### src/hw/rtl/tof3_pkg.sv
// ----------------------------------------------------------------------------
// tof3_pkg
// Shared constants and types of the 3x3 outline filter.
// ----------------------------------------------------------------------------
package tof3_pkg;

    localparam int MAX_LINE_WIDTH = 1024;
    localparam int COL_W          = $clog2(MAX_LINE_WIDTH);
    localparam int W_W            = 11;
    localparam int H_W            = 13;
    localparam int CNT_W          = 13;
    localparam int PIX_W          = 8;
    localparam int CFG_IDX_W      = 1;
    localparam int CFG_DATA_W     = 13;
    localparam int FIFO_DEPTH     = 3;
    localparam int FIFO_CNT_W     = $clog2(FIFO_DEPTH + 1);
    localparam int FIFO_PTR_W     = $clog2(FIFO_DEPTH);

    localparam logic [W_W-1:0] WIDTH_RESET  = W_W'(320);
    localparam logic [H_W-1:0] HEIGHT_RESET = H_W'(200);

    localparam logic [PIX_W-1:0] MARK_VALUE    = 8'd255;
    localparam logic [PIX_W-1:0] OUTLINE_VALUE = 8'd1;

    localparam logic [CFG_IDX_W-1:0] CFG_FRAME_WIDTH  = 1'b0;
    localparam logic [CFG_IDX_W-1:0] CFG_FRAME_HEIGHT = 1'b1;

    localparam logic CMD_PIXEL = 1'b0;
    localparam logic CMD_FLUSH = 1'b1;

    typedef struct packed {
        logic             valid;
        logic [COL_W-1:0] col;
        logic [PIX_W-1:0] pix;
        logic             top_ok;
        logic             mid_ok;
        logic             emit;
        logic             oc_left;
        logic             oc_right;
        logic             last;
        logic             fwd;
    } t_s1;

    typedef struct packed {
        logic [PIX_W-1:0] pixel_out;
        logic             frame_end;
    } t_result;

endpackage

### src/hw/rtl/tof3_out_fifo.sv
// ----------------------------------------------------------------------------
// tof3_out_fifo
// Three-entry result queue that decouples the pipeline from output stalls.
// ----------------------------------------------------------------------------
module tof3_out_fifo import tof3_pkg::*; (
    input  logic    i_clk,
    input  logic    i_rst_n,
    input  logic    i_push,
    input  t_result i_result,
    input  logic    i_inflight,
    input  logic    i_stall,
    output logic    o_valid,
    output t_result o_result,
    output logic    o_full_stall
);

    t_result                r_mem [FIFO_DEPTH];
    logic [FIFO_PTR_W-1:0]  r_wr_ptr;
    logic [FIFO_PTR_W-1:0]  r_rd_ptr;
    logic [FIFO_CNT_W-1:0]  r_count;
    logic                   pop;
    logic [FIFO_PTR_W-1:0]  n_wr_ptr;
    logic [FIFO_PTR_W-1:0]  n_rd_ptr;

    always_comb begin
        pop      = o_valid && !i_stall;
        n_wr_ptr = (r_wr_ptr == FIFO_PTR_W'(FIFO_DEPTH - 1)) ? '0
                 : FIFO_PTR_W'(r_wr_ptr + FIFO_PTR_W'(1));
        n_rd_ptr = (r_rd_ptr == FIFO_PTR_W'(FIFO_DEPTH - 1)) ? '0
                 : FIFO_PTR_W'(r_rd_ptr + FIFO_PTR_W'(1));
    end

    always_ff @(posedge i_clk) begin
        if (!i_rst_n) begin
            r_wr_ptr <= '0;
            r_rd_ptr <= '0;
            r_count  <= '0;
        end else begin
            if (i_push) begin
                r_wr_ptr <= n_wr_ptr;
            end
            if (pop) begin
                r_rd_ptr <= n_rd_ptr;
            end
            case ({i_push, pop})
                2'b10:   r_count <= r_count + FIFO_CNT_W'(1);
                2'b01:   r_count <= r_count - FIFO_CNT_W'(1);
                default: r_count <= r_count;
            endcase
        end
    end

    always_ff @(posedge i_clk) begin
        if (i_push) begin
            r_mem[r_wr_ptr] <= i_result;
        end
    end

    assign o_valid      = r_count != '0;
    assign o_result     = r_mem[r_rd_ptr];
    assign o_full_stall = ((FIFO_CNT_W+1)'(r_count) + (FIFO_CNT_W+1)'(i_inflight))
                          >= (FIFO_CNT_W+1)'(FIFO_DEPTH);

    a_no_overflow: assert property (@(posedge i_clk) disable iff (!i_rst_n)
        i_push |-> r_count < FIFO_CNT_W'(FIFO_DEPTH))
        else $error("result pushed into a full queue");

    a_count_bound: assert property (@(posedge i_clk) disable iff (!i_rst_n)
        r_count <= FIFO_CNT_W'(FIFO_DEPTH))
        else $error("result queue count out of range");

endmodule

### config.mk
export PLATFORM = sky130hd
export DESIGN_NAME = tof3_out_fifo
export DESIGN_NICKNAME = d
export VERILOG_FILES = /design/src/hw/rtl/tof3_pkg.sv /design/src/hw/rtl/tof3_out_fifo.sv
export SDC_FILE = /design/constraint.sdc
export NUM_CORES = 1
export LEC_CHECK = 0
export ABC_AREA = 1
export ABC_CLOCK_PERIOD_IN_PS = 1700
export BUFFER_PORTS_ARGS = -buffer_cell sky130_fd_sc_hd__buf_2
export CAP_MARGIN = 20
export CORE_ASPECT_RATIO = 0.75
export CORE_MARGIN = 5
export CORE_UTILIZATION = 30
export CTS_CLUSTER_DIAMETER = 120
export DETAILED_ROUTE_END_ITERATION = 8
export GPL_ROUTABILITY_DRIVEN = 0
export PLACE_DENSITY = 0.47
export RECOVER_POWER = 100
export SLEW_MARGIN = 10
export SYNTH_ARGS = -nofsm -noshare
export SYNTH_HDL_FRONTEND = slang
export SYNTH_SLANG_ARGS = --single-unit
### constraint.sdc
create_clock -name i_clk -period 1.7 [get_ports i_clk]
set_clock_uncertainty 0.15 [all_clocks]
set_input_delay 0.34 -clock i_clk [delete_from_list [all_inputs] [get_ports i_clk]]
set_output_delay 0.34 -clock i_clk [all_outputs]
set_load 0.1 [all_outputs]
; After elaboration in Yosys (flattened, before gate mapping)
; Memories as Yosys holds them, arrays and structs flattened. A register that Yosys moved wholly into a read port is not among the register bits.
; Index checks and enable logic that the tools add are counted.
[totals]
elab_cells = 25
ff_bits = 6
output_inout_bits = 11
latchBits = 0
ramBits = 27
memories = 1
mem_bits_ro = 0
[memory_table]
columns = memory, words, word_bits, rd, rd_clocked_by_memory_dff, write_ports, line_no
row1 = r_mem, 3, 9, 1, 1, 1, tof3_out_fifo.sv:17  ; t_result r_mem [FIFO_DEPTH];
[classes]
addsub = 5
shift = 0
bitwise = 0
muxes = 7
n_eq_ne = 4
reduce_logical = 4
order_cmp = 1
multipliers = 0
div = 0
[ops]
columns = operator, n
row1 = $mux W2, 4
row2 = $add A2 B1 Y2 const B, 3
row3 = $eq A2 B2 Y1 const B, 3
row4 = $pmux W2 S2, 1
row5 = $reduce_bool A2 Y1, 2
row6 = $add A2 B1 Y3, 1
row7 = $ge A3 B2 Y1 const B, 1
row8 = $eq A2 B1 Y1 const B, 1
row9 = $mux W1, 2
row10 = $sub A2 B1 Y2 const B, 1
row11 = $logic_and A1 B1 Y1, 1
row12 = $logic_not A1 Y1, 1

; Depth between registers and ports, before layout
; Gate-level depths: netlist of the first run.
[logic_depth]
depth_word = 4
ltp_mapped = 10

; Worst setup path before layout of the first run
; Ideal clock, no wire load.
[synth_timing]
path_type = register to output
from = register r_count[0]
to = output o_full_stall
stages_incl_launch_ff = 5
required_ps = 1210
arrival_ps = 2251
path_slack_ps = -1041
path_buffers = 0
path_cell_list = dfxtp_1 ha_1 ha_1 nand2_1 o21bai_1
[synth_between]
elab_chain_len = 2
[synth_lines]
columns = item, line_no
row1 = "start, declared", tof3_out_fifo.sv:20  ; logic [FIFO_CNT_W-1:0] r_count;
row2 = "start signal, assigned", tof3_out_fifo.sv:46  ; 2'b10: r_count <= r_count + FIFO_CNT_W'(1);
row3 = "start signal, assigned", tof3_out_fifo.sv:47  ; 2'b01: r_count <= r_count - FIFO_CNT_W'(1);
row4 = "start signal, assigned", tof3_out_fifo.sv:48  ; default: r_count <= r_count;
row5 = $add A2 B1 Y3, tof3_out_fifo.sv:61  ; assign o_full_stall = ((FIFO_CNT_W+1)'(r_count) + (FIFO_CNT_W+1)'(i_inflight))
row6 = $ge A3 B2 Y1, tof3_out_fifo.sv:62  ; >= (FIFO_CNT_W+1)'(FIFO_DEPTH);
row7 = "end, declared", tof3_out_fifo.sv:14  ; output logic o_full_stall
; No other way between the ends.

; Final worst setup path of the first run
; Ends and elaborated chain as after synthesis.

==> results.json, run 1 <==
{
  "coreArea_sq_um": 4490,
  "via_count": 981,
  "maxSlewHeadroom_pct": 71.5,
  "path_class": "flop to output port",
  "fmax_mhz": 525,
  "hold_violations": 0,
  "rsz0062_at_grt": "yes",
  "routedWlPerCell_um": 14.0,
  "grt_use_total_pct": 10.7,
  "cp.required_ps": 1210,
  "synth_edf_count": 27,
  "slew_viol_final": 0,
  "rr_worst_depth": 11,
  "layout.cells.non_filler": 216,
  "viasPerCell": 4.54,
  "grt_max_degree": 12,
  "syn_inst": 122,
  "setup_tns_ps": -520,
  "syn-num-nets": 140,
  "setup_viol": 11,
  "failed_checks": "setup timing",
  "final_layout_size_suffix_gt1_share_pct": 42.8,
  "critical_path.max_fanout": 2,
  "yosysTopAreaCell": "edfxtp_1",
  "port_buffers": 24,
  "grt-ovfl-total": 0,
  "cts_tree": "yes",
  "setup_ws_ps": -205,
  "drtIter0Drc": 31,
  "ctsHoldBuffers": 0,
  "async_flop_share_pct": 0,
  "cts_buffer_depth": 2,
  "grt_pass1_wl_um": 4940,
  "die-area_sq_um": 6130,
  "clock_latency_ps": 280,
  "grt_pass1_vias": 1029,
  "drt_wl_total_um": 3020,
  "ios": 25,
  "fin_crit_sh_pct": 112,
  "die_w_um": 88.7,
  "max_cap_violations": 0,
  "cp-end-kind": "output port",
  "worst_slew_pin_slew_ps": 428,
  "antenna_found_initial": 0,
  "cts_buffers": 5,
  "synth_area_sq_um": 1400,
  "synth_most_common_cell": "edfxtp_1",
  "cts_htree_levels": 2,
  "finalPower_mw": 2.99,
  "netlist_top_cells_count": "27 x edfxtp_1, 21 x a21oi_1, 19 x nor2_1",
  "area_growth_pct": 57.4,
  "diodes": 0,
  "yosys-top-cells-area": "edfxtp_1 58%, dfxtp_1 11%, a21oi_1 7.5%",
  "dp.cells": 206,
  "die-height_um": 69.1,
  "floorplan.initialDensity_pct": 31.0,
  "worst_hold_slack_ps": 133,
  "cts-root-buf": "clkbuf_8",
  "hpwlAfterDp_um": 2060,
  "min_path_cells": 1,
  "hold_path.class": "input port to flop",
  "ant_nets": 0,
  "p_leak_nw": 0.832,
  "row_count": 21,
  "ys.flop_type": "edfxtp_1",
  "arrival_ps": 1410,
  "final_util_pct": 48.9,
  "numClockSinks": 35,
  "fill_cells": 400,
  "drc": 0,
  "ys_ff_latch": 35,
  "outcome": "finished with violations",
  "start_kind": "flop",
  "yosysWarnings": 0,
  "syn_avg_cell_area_sq_um": 11.4,
  "synth_top_area_share_pct": 58.1,
  "period_minus_slack_ps": 1900,
  "ir_drop_mv": 0.771,
  "layout.nets": 176,
  "power_density_nw_per_um2": 1360,
  "dr.pass1.iters": 2,
  "clk_pin_slew_ps": 70,
  "yosysSeqAreaShare_pct": 69.6,
  "synthDistinctLibCells": 17
}
## cell usage in the layout, fill, tap and decap left out
| master | n |
|---|---|
| edfxtp_1 | 27 |
| nor2_1 | 19 |
| a21oi_4 | 12 |
| buf_12 | 12 |
| inv_1 | 10 |
| nand2_4 | 10 |
| clkbuf_1 | 9 |
| nand2_1 | 8 |
| a21oi_2 | 6 |
| clkbuf_8 | 5 |
| dfxtp_1 | 5 |
| buf_2 | 4 |
| a21oi_1 | 3 |
| buf_6 | 3 |
| inv_2 | 2 |
| inv_12 | 2 |
| nand3_1 | 2 |
| o21ai_1 | 2 |
| ha_4 | 2 |
| ha_1 | 2 |
| dfxtp_2 | 2 |
| clkinv_4 | 1 |
| inv_4 | 1 |
| nor3_1 | 1 |
| o21bai_4 | 1 |
| nand4_1 | 1 |
| o21ai_0 | 1 |
| dfxtp_4 | 1 |
| bufinv_16 | 1 |
| clkinv_2 | 1 |
| clkinv_1 | 1 |
| clkbuf_2 | 1 |
| buf_4 | 1 |
## layout make-up
| class | count | area (sq um) | area share (%) |
|---|---|---|---|
| tap | 57 | 71.3 | 3.25 |
| sequential | 35 | 977 | 44.5 |
| clock buffer | 5 | 68.8 | 3.13 |
| multi-input combinational | 70 | 607 | 27.6 |
| inverter | 15 | 76.3 | 3.48 |
| timing repair buffer | 30 | 340 | 15.5 |
| clock inverter | 3 | 38.8 | 1.77 |
| timing repair inverter | 1 | 16.3 | 0.741 |
## worst paths after layout
kind	end	slack (ps)	from
hold / removal	r_mem[2][7]$_DFFE_PP_	130	i_result[7]
setup / recovery	o_full_stall	-200	r_count[0]$_SDFFE_PN0P_
setup reg to reg	r_count[1]$_SDFFE_PN0P_	-20	r_count[0]$_SDFFE_PN0P_
hold reg to reg	r_wr_ptr[1]$_SDFFE_PN0P_	330	r_wr_ptr[1]$_SDFFE_PN0P_
## kinds of logic after synthesis
logic type | share of synthesized area (%)
adder cells (fa/ha/maj) | 3.59
AO/OA/AOI/OAI | 9.15
buffers and inverters | 5.11
flip-flops | 69.6
AND/OR/NAND/NOR | 12.6
## stage by stage
step,area [sq um],setup slack (ps)
final,2200,-205
after global routing,2200,-255
after CTS,2170,-225
after detailed placement,1920,-83.6
after global placement,1920,-51.9
after floorplan,1540,-126
## timing repair
action,4_1_cts,5_1_grt
gates cloned,2,0
gates resized for setup,38,12
endpoints found under the setup margin,10,11
setup buffers,0,0
pin swaps,13,10
## sequential cells by signal, indices dropped and copies added (netlist names), named ones only
signal / count
r_mem: 27
r_count: 2
r_rd_ptr: 2
r_wr_ptr: 2
## worst max-delay path: stages (launching register included)
cell	delay [ps]
dfxtp_2	340
ha_4	170
ha_4	270
nand2_4	40
o21bai_4	130
buf_12	190
## layer usage
layer / global-route usage (%) / part of all wire (%)
met1: 13.6 / 44
met2: 16.9 / 50
met3: 4.29 / 5.1
met4: 3.02 / 0.40
met5: 0 / 0
## report_power, final
group          switching [mW]  internal (mW)
Sequential             0.0474          0.982
Combinational           0.800          0.459
Clock                   0.275          0.429
Total                    1.12           1.87
No activity file was read; power rests on OpenSTA's default activity.
==> run 2, diff against run 1 <==
--- a/config.mk
+++ b/config.mk
@@ -9,14 +9,13 @@
 export ABC_CLOCK_PERIOD_IN_PS = 1700
 export BUFFER_PORTS_ARGS = -buffer_cell sky130_fd_sc_hd__buf_2
 export CAP_MARGIN = 20
-export CORE_ASPECT_RATIO = 0.75
+export CORE_ASPECT_RATIO = 1.75
 export CORE_MARGIN = 5
 export CORE_UTILIZATION = 30
 export CTS_CLUSTER_DIAMETER = 120
 export DETAILED_ROUTE_END_ITERATION = 8
 export GPL_ROUTABILITY_DRIVEN = 0
 export PLACE_DENSITY = 0.47
-export RECOVER_POWER = 100
 export SLEW_MARGIN = 10
 export SYNTH_ARGS = -nofsm -noshare
 export SYNTH_HDL_FRONTEND = slang
==> run 2 against run 1 <==
Net effect:
- the run still ends with setup timing left
- sequential power hardly changed
- cell count decreased by 2.8%
- via count shrank 0.41%
- critical path depth unchanged
- maximum frequency is 0.96% higher
- register-to-register slack gained 160 ps
- hold slack got worse by 23 ps
- count of clock-buffer cells in the layout increased by 2
- flip-flop and latch count unchanged
- worst setup slack improved by 18 ps
- combinational power about the same
- die area grew 0.65%
==> results.json, run 2 (synthesis results as in run 1) <==
{
  "layout.nets": 175,
  "viasPerCell": 4.65,
  "diodes": 0,
  "fin_crit_sh_pct": 111,
  "hold_violations": 0,
  "die-area_sq_um": 6170,
  "die_w_um": 61.6,
  "drtIter0Drc": 7,
  "timing.rr.start": "r_count[0]$_SDFFE_PN0P_",
  "period_minus_slack_ps": 1890,
  "arrival_ps": 1400,
  "start_kind": "flop",
  "ios": 25,
  "post-cts-setup-buffer-count": 0,
  "drc": 0,
  "outcome": "finished with violations",
  "cts-root-buf": "clkbuf_8",
  "grt_max_degree": 12,
  "path_class": "flop to output port",
  "grt_use_total_pct": 11.0,
  "die-height_um": 100,
  "setup_viol": 10,
  "ant_nets": 0,
  "dp_slack_ps": -67.4,
  "max_cap_violations": 0,
  "final_cell_mix": "27 x edfxtp_1, 19 x nor2_1, 13 x buf_2, 12 x buf_12, 10 x inv_1",
  "fill_cells": 422,
  "cts_tree": "yes",
  "failed_checks": "setup timing",
  "final_util_pct": 46.4,
  "setup_ws_ps": -186,
  "area_growth_pct": 52.4,
  "slew_viol_final": 0,
  "drt_wl_total_um": 2930,
  "rsz0062_at_grt": "yes",
  "grt-ovfl-total": 0,
  "row_count": 33,
  "final_layout_size_suffix_gt1_share_pct": 48.1,
  "critical_path.max_fanout": 2,
  "hpwlAfterDp_um": 2170,
  "cts_htree_levels": 2,
  "cp-end-kind": "output port",
  "routedWlPerCell_um": 13.9,
  "cts_buffers": 5,
  "setup_tns_ps": -399,
  "via_count": 977,
  "final_common_cell": "edfxtp_1",
  "cp.required_ps": 1210,
  "worst_slew_pin_slew_ps": 429,
  "power_density_nw_per_um2": 1320,
  "maxSlewHeadroom_pct": 71.3,
  "ir_drop_mv": 0.680,
  "fmax_mhz": 530,
  "antenna_found_initial": 0,
  "coreArea_sq_um": 4580,
  "ctsHoldBuffers": 0,
  "hold_path.class": "input port to flop",
  "port_buffers": 24,
  "cts_buffer_depth": 2,
  "grt_pass1_vias": 1108,
  "clk_pin_slew_ps": 70,
  "dr.pass1.iters": 4,
  "min-delay-start": "i_result[1]",
  "finalPower_mw": 2.81,
  "floorplan.initialDensity_pct": 30.4,
  "grt_pass1_wl_um": 4900,
  "startpoint": "r_count[0]$_SDFFE_PN0P_",
  "clock_latency_ps": 270,
  "top_register": "r_mem",
  "largest_reg_flops": 27,
  "p_leak_nw": 0.828,
  "numClockSinks": 35
}
[run 2: metal layers]
metal | GRT usage [%] | wire length (um)
met3 | 3.22 | 179
met1 | 9.25 | 888
met4 | 4.90 | 67
met2 | 21.5 | 1790
met5 | 0 | 0
[run 2: worst max-delay path, cell delays in order (launching register included)]
cell	delay, ps
dfxtp_2	330
ha_4	170
ha_4	270
nand2_4	40
o21bai_4	120
buf_12	190
[run 2: per-stage QoR]
step | instance area, sq um | cells | hold WS [ps]
5_1_grt | 2130 | 210 | 103
3_3_place_gp | 1930 | 201 | 297
3_5_place_dp | 1930 | 201 | 314
2_1_floorplan | 1540 | 122 | 289
4_1_cts | 2110 | 210 | 101
6_report | 2130 | 210 | 110
[run 2: report_power, final]
| part | switching (mW) | internal [mW] |
|---|---|---|
| Clock | 0.265 | 0.287 |
| Sequential | 0.0384 | 0.981 |
| Combinational | 0.791 | 0.447 |
[run 2: final cells by class]
type	count	area (sq um)	share of cell area (%)
Timing Repair Buffer	29	339	16.0
Sequential cell	35	975	45.9
Timing Repair inverter	1	11.3	0.530
Tap cell	52	65.1	3.06
Inverter	15	78.8	3.71
Clock buffer	7	76.3	3.59
Multi-Input combinational cell	70	576	27.1
Clock inverter	1	5.00	0.235
[run 2: path summary, 6_finish.rpt]
path / to / slack [ps] / cells past startpoint
setup / recovery: o_full_stall / -190 / 5
hold / removal: r_mem[2][1]$_DFFE_PP_ / 110 / 1
setup reg to reg: r_count[1]$_SDFFE_PN0P_ / 140 / 11
hold reg to reg: r_wr_ptr[1]$_SDFFE_PN0P_ / 320 / 2
[run 2: repair_timing]
item	CTS	global route
pin swaps	8	2
setup endpoints to repair	10	11
cloned	1	0
resized for setup	27	7
==> run 3, diff against run 2 <==
--- a/config.mk
+++ b/config.mk
@@ -11,11 +11,11 @@
 export CAP_MARGIN = 20
 export CORE_ASPECT_RATIO = 1.75
 export CORE_MARGIN = 5
-export CORE_UTILIZATION = 30
+export CORE_UTILIZATION = 35
 export CTS_CLUSTER_DIAMETER = 120
 export DETAILED_ROUTE_END_ITERATION = 8
 export GPL_ROUTABILITY_DRIVEN = 0
-export PLACE_DENSITY = 0.47
+export PLACE_DENSITY = 0.53
 export SLEW_MARGIN = 10
 export SYNTH_ARGS = -nofsm -noshare
 export SYNTH_HDL_FRONTEND = slang
==> run 3 against run 2 <==
Net effect:
- the run still ends with setup timing left
- non-clock buffer count up 4
- via count up 5.2%
- clock power grew 21%
- sequential power about the same
- power is 7.6% higher
==> results.json, run 3 (synthesis results as in run 1) <==
{
  "cts_buffer_depth": 2,
  "dp.cells": 196,
  "layout.cells.non_filler": 210,
  "drt_wl_total_um": 3230,
  "cts_htree_levels": 2,
  "crit_top_cell": "ha_4",
  "clock_latency_ps": 280,
  "netSwitchingFraction_pct": 38.7,
  "grt_pass1_wl_um": 5090,
  "slew_viol_final": 0,
  "dp_slack_ps": -77.4,
  "cp-end-kind": "output port",
  "arrival_ps": 1400,
  "grt_pass1_vias": 1152,
  "dr.pass1.iters": 4,
  "fin_crit_sh_pct": 111,
  "diodes": 0,
  "area_growth_pct": 63.9,
  "path_class": "flop to output port",
  "viasPerCell": 4.90,
  "final_util_pct": 59.1,
  "multi_input_area_sq_um": 637,
  "numClockSinks": 35,
  "fmax_mhz": 529,
  "grt_max_degree": 13,
  "maxSlewHeadroom_pct": 72.5,
  "critPathBufInv": 1,
  "seqPwrFrac_pct": 34.1,
  "hpwlAfterDp_um": 2220,
  "cts_tree": "yes",
  "critical_path.max_fanout": 2,
  "row_count": 30,
  "largest_reg_flops": 27,
  "ios": 25,
  "slowest_stage": "dfxtp_2",
  "power_density_nw_per_um2": 1320,
  "hold_violations": 0,
  "ir_drop_mv": 0.687,
  "period_minus_slack_ps": 1890,
  "top_register": "r_mem",
  "post-route-cell-area_sq_um": 2290,
  "p_switching_mw": 1.17,
  "crit_chain": "ha_4, ha_4, nand2_4, o21bai_4, buf_12",
  "crit_family": "adder cells",
  "final_common_cell": "edfxtp_1",
  "failed_checks": "setup timing",
  "die_w_um": 57.7,
  "rsz0062_at_grt": "yes",
  "layout.nets": 179,
  "worst_slew_pin_slew_ps": 413,
  "max_cap_violations": 0,
  "drc": 0,
  "start_kind": "flop",
  "cts-root-buf": "clkbuf_8",
  "floorplan.initialDensity_pct": 36.1,
  "pwr-share-clk_pct": 22.1,
  "grt_use_total_pct": 12.7,
  "drtIter0Drc": 25,
  "placed_area_sq_um": 1930,
  "setup_viol": 10,
  "p_comb_share_pct": 43.8,
  "p_int_mw": 1.85,
  "cp.required_ps": 1210,
  "coreArea_sq_um": 3870,
  "ctsHoldBuffers": 0,
  "antenna_found_initial": 0,
  "clk_pin_slew_ps": 70,
  "fill_cells": 309,
  "hold_path.class": "input port to flop",
  "die-height_um": 93.5,
  "critPathMaxStageDelay_ps": 340,
  "via_count": 1028,
  "cts_buffers": 5,
  "final_cell_mix": "27 x edfxtp_1, 13 x buf_2, 13 x buf_12, 12 x nand2_4, 11 x a21oi_4",
  "final_layout_size_suffix_gt1_share_pct": 57.4,
  "die-area_sq_um": 5400,
  "setup_ws_ps": -189,
  "ant_nets": 0,
  "port_buffers": 24,
  "outcome": "finished with violations",
  "routedWlPerCell_um": 15.4,
  "grt-ovfl-total": 0,
  "p_leak_nw": 0.887,
  "register_area_sq_um": 981
}
==> run 3: changes by cell type in the layout (fill, tap and decap cells not counted), sizes merged <==
| cell | previous run | this run |
|---|---|---|
| buf | 29 | 32 |
| clkinv | 2 | 4 |
| inv | 15 | 14 |
==> run 3: layer usage <==
metal	part of all wire, %	track usage [%]	vias to the layer above
met5	0	0	-
met4	1.6	5.80	0
met3	5.2	4.14	7
met2	62	25.6	32
met1	31	10.4	498
li1	-	-	491
==> run 3: final cells by class <==
| type | instances | area share [%] |
|---|---|---|
| Sequential cell | 35 | 42.9 |
| Timing Repair Buffer | 33 | 17.3 |
| Inverter | 15 | 3.89 |
| Clock inverter | 2 | 0.602 |
| Tap cell | 48 | 2.63 |
| Clock buffer | 6 | 4.11 |
| Multi-Input combinational cell | 70 | 27.9 |
| Timing Repair inverter | 1 | 0.712 |
==> run 3: power by group through the flow <==
stage	Combinational (mW)	Sequential, mW	Clock, mW
floorplan	0.778	1.02	0
global placement	1.16	1.02	0
detailed placement	1.19	1.03	0
CTS	1.29	1.02	0.685
global route	1.38	1.04	0.729
finish	1.32	1.03	0.668
==> run 3: through the flow <==
step,hold WS [ps],total power [mW],TNS [ps]
floorplan,289,1.80,-126
global placement,296,2.19,-52.2
detailed placement,327,2.21,-77.4
CTS,90.0,2.99,-957
global route,89.9,3.15,-1270
finish,102,3.02,-654
==> run 3: worst reg2reg max path: cells and delay by family (launching register included) <==
family / cells / cell delay (ps)
flip-flops: 1 / 340
AND/OR/NAND/NOR: 6 / 450
adder cells (fa/ha/maj): 1 / 270
buffers and inverters: 4 / 340
==> run 3: what timing repair did <==
action	CTS	global route
setup endpoints to repair	10	11
pin swaps	13	12
gates resized for setup	43	16
gates cloned	1	1
setup buffers	3	2
==> run 3: path summary, 6_finish.rpt <==
| check | start | endpoint | slack (ps) | cells past startpoint |
|---|---|---|---|---|
| worst max register to register | r_count[0]$_SDFFE_PN0P_ | r_count[1]$_SDFFE_PN0P_ | 110 | 11 |
| worst min-delay path | i_result[6] | r_mem[0][6]$_DFFE_PP_ | 100 | 1 |
| worst max-delay path | r_count[0]$_SDFFE_PN0P_ | o_full_stall | -190 | 5 |
| worst min register to register | r_wr_ptr[1]$_SDFFE_PN0P_ | r_wr_ptr[1]$_SDFFE_PN0P_ | 340 | 2 |
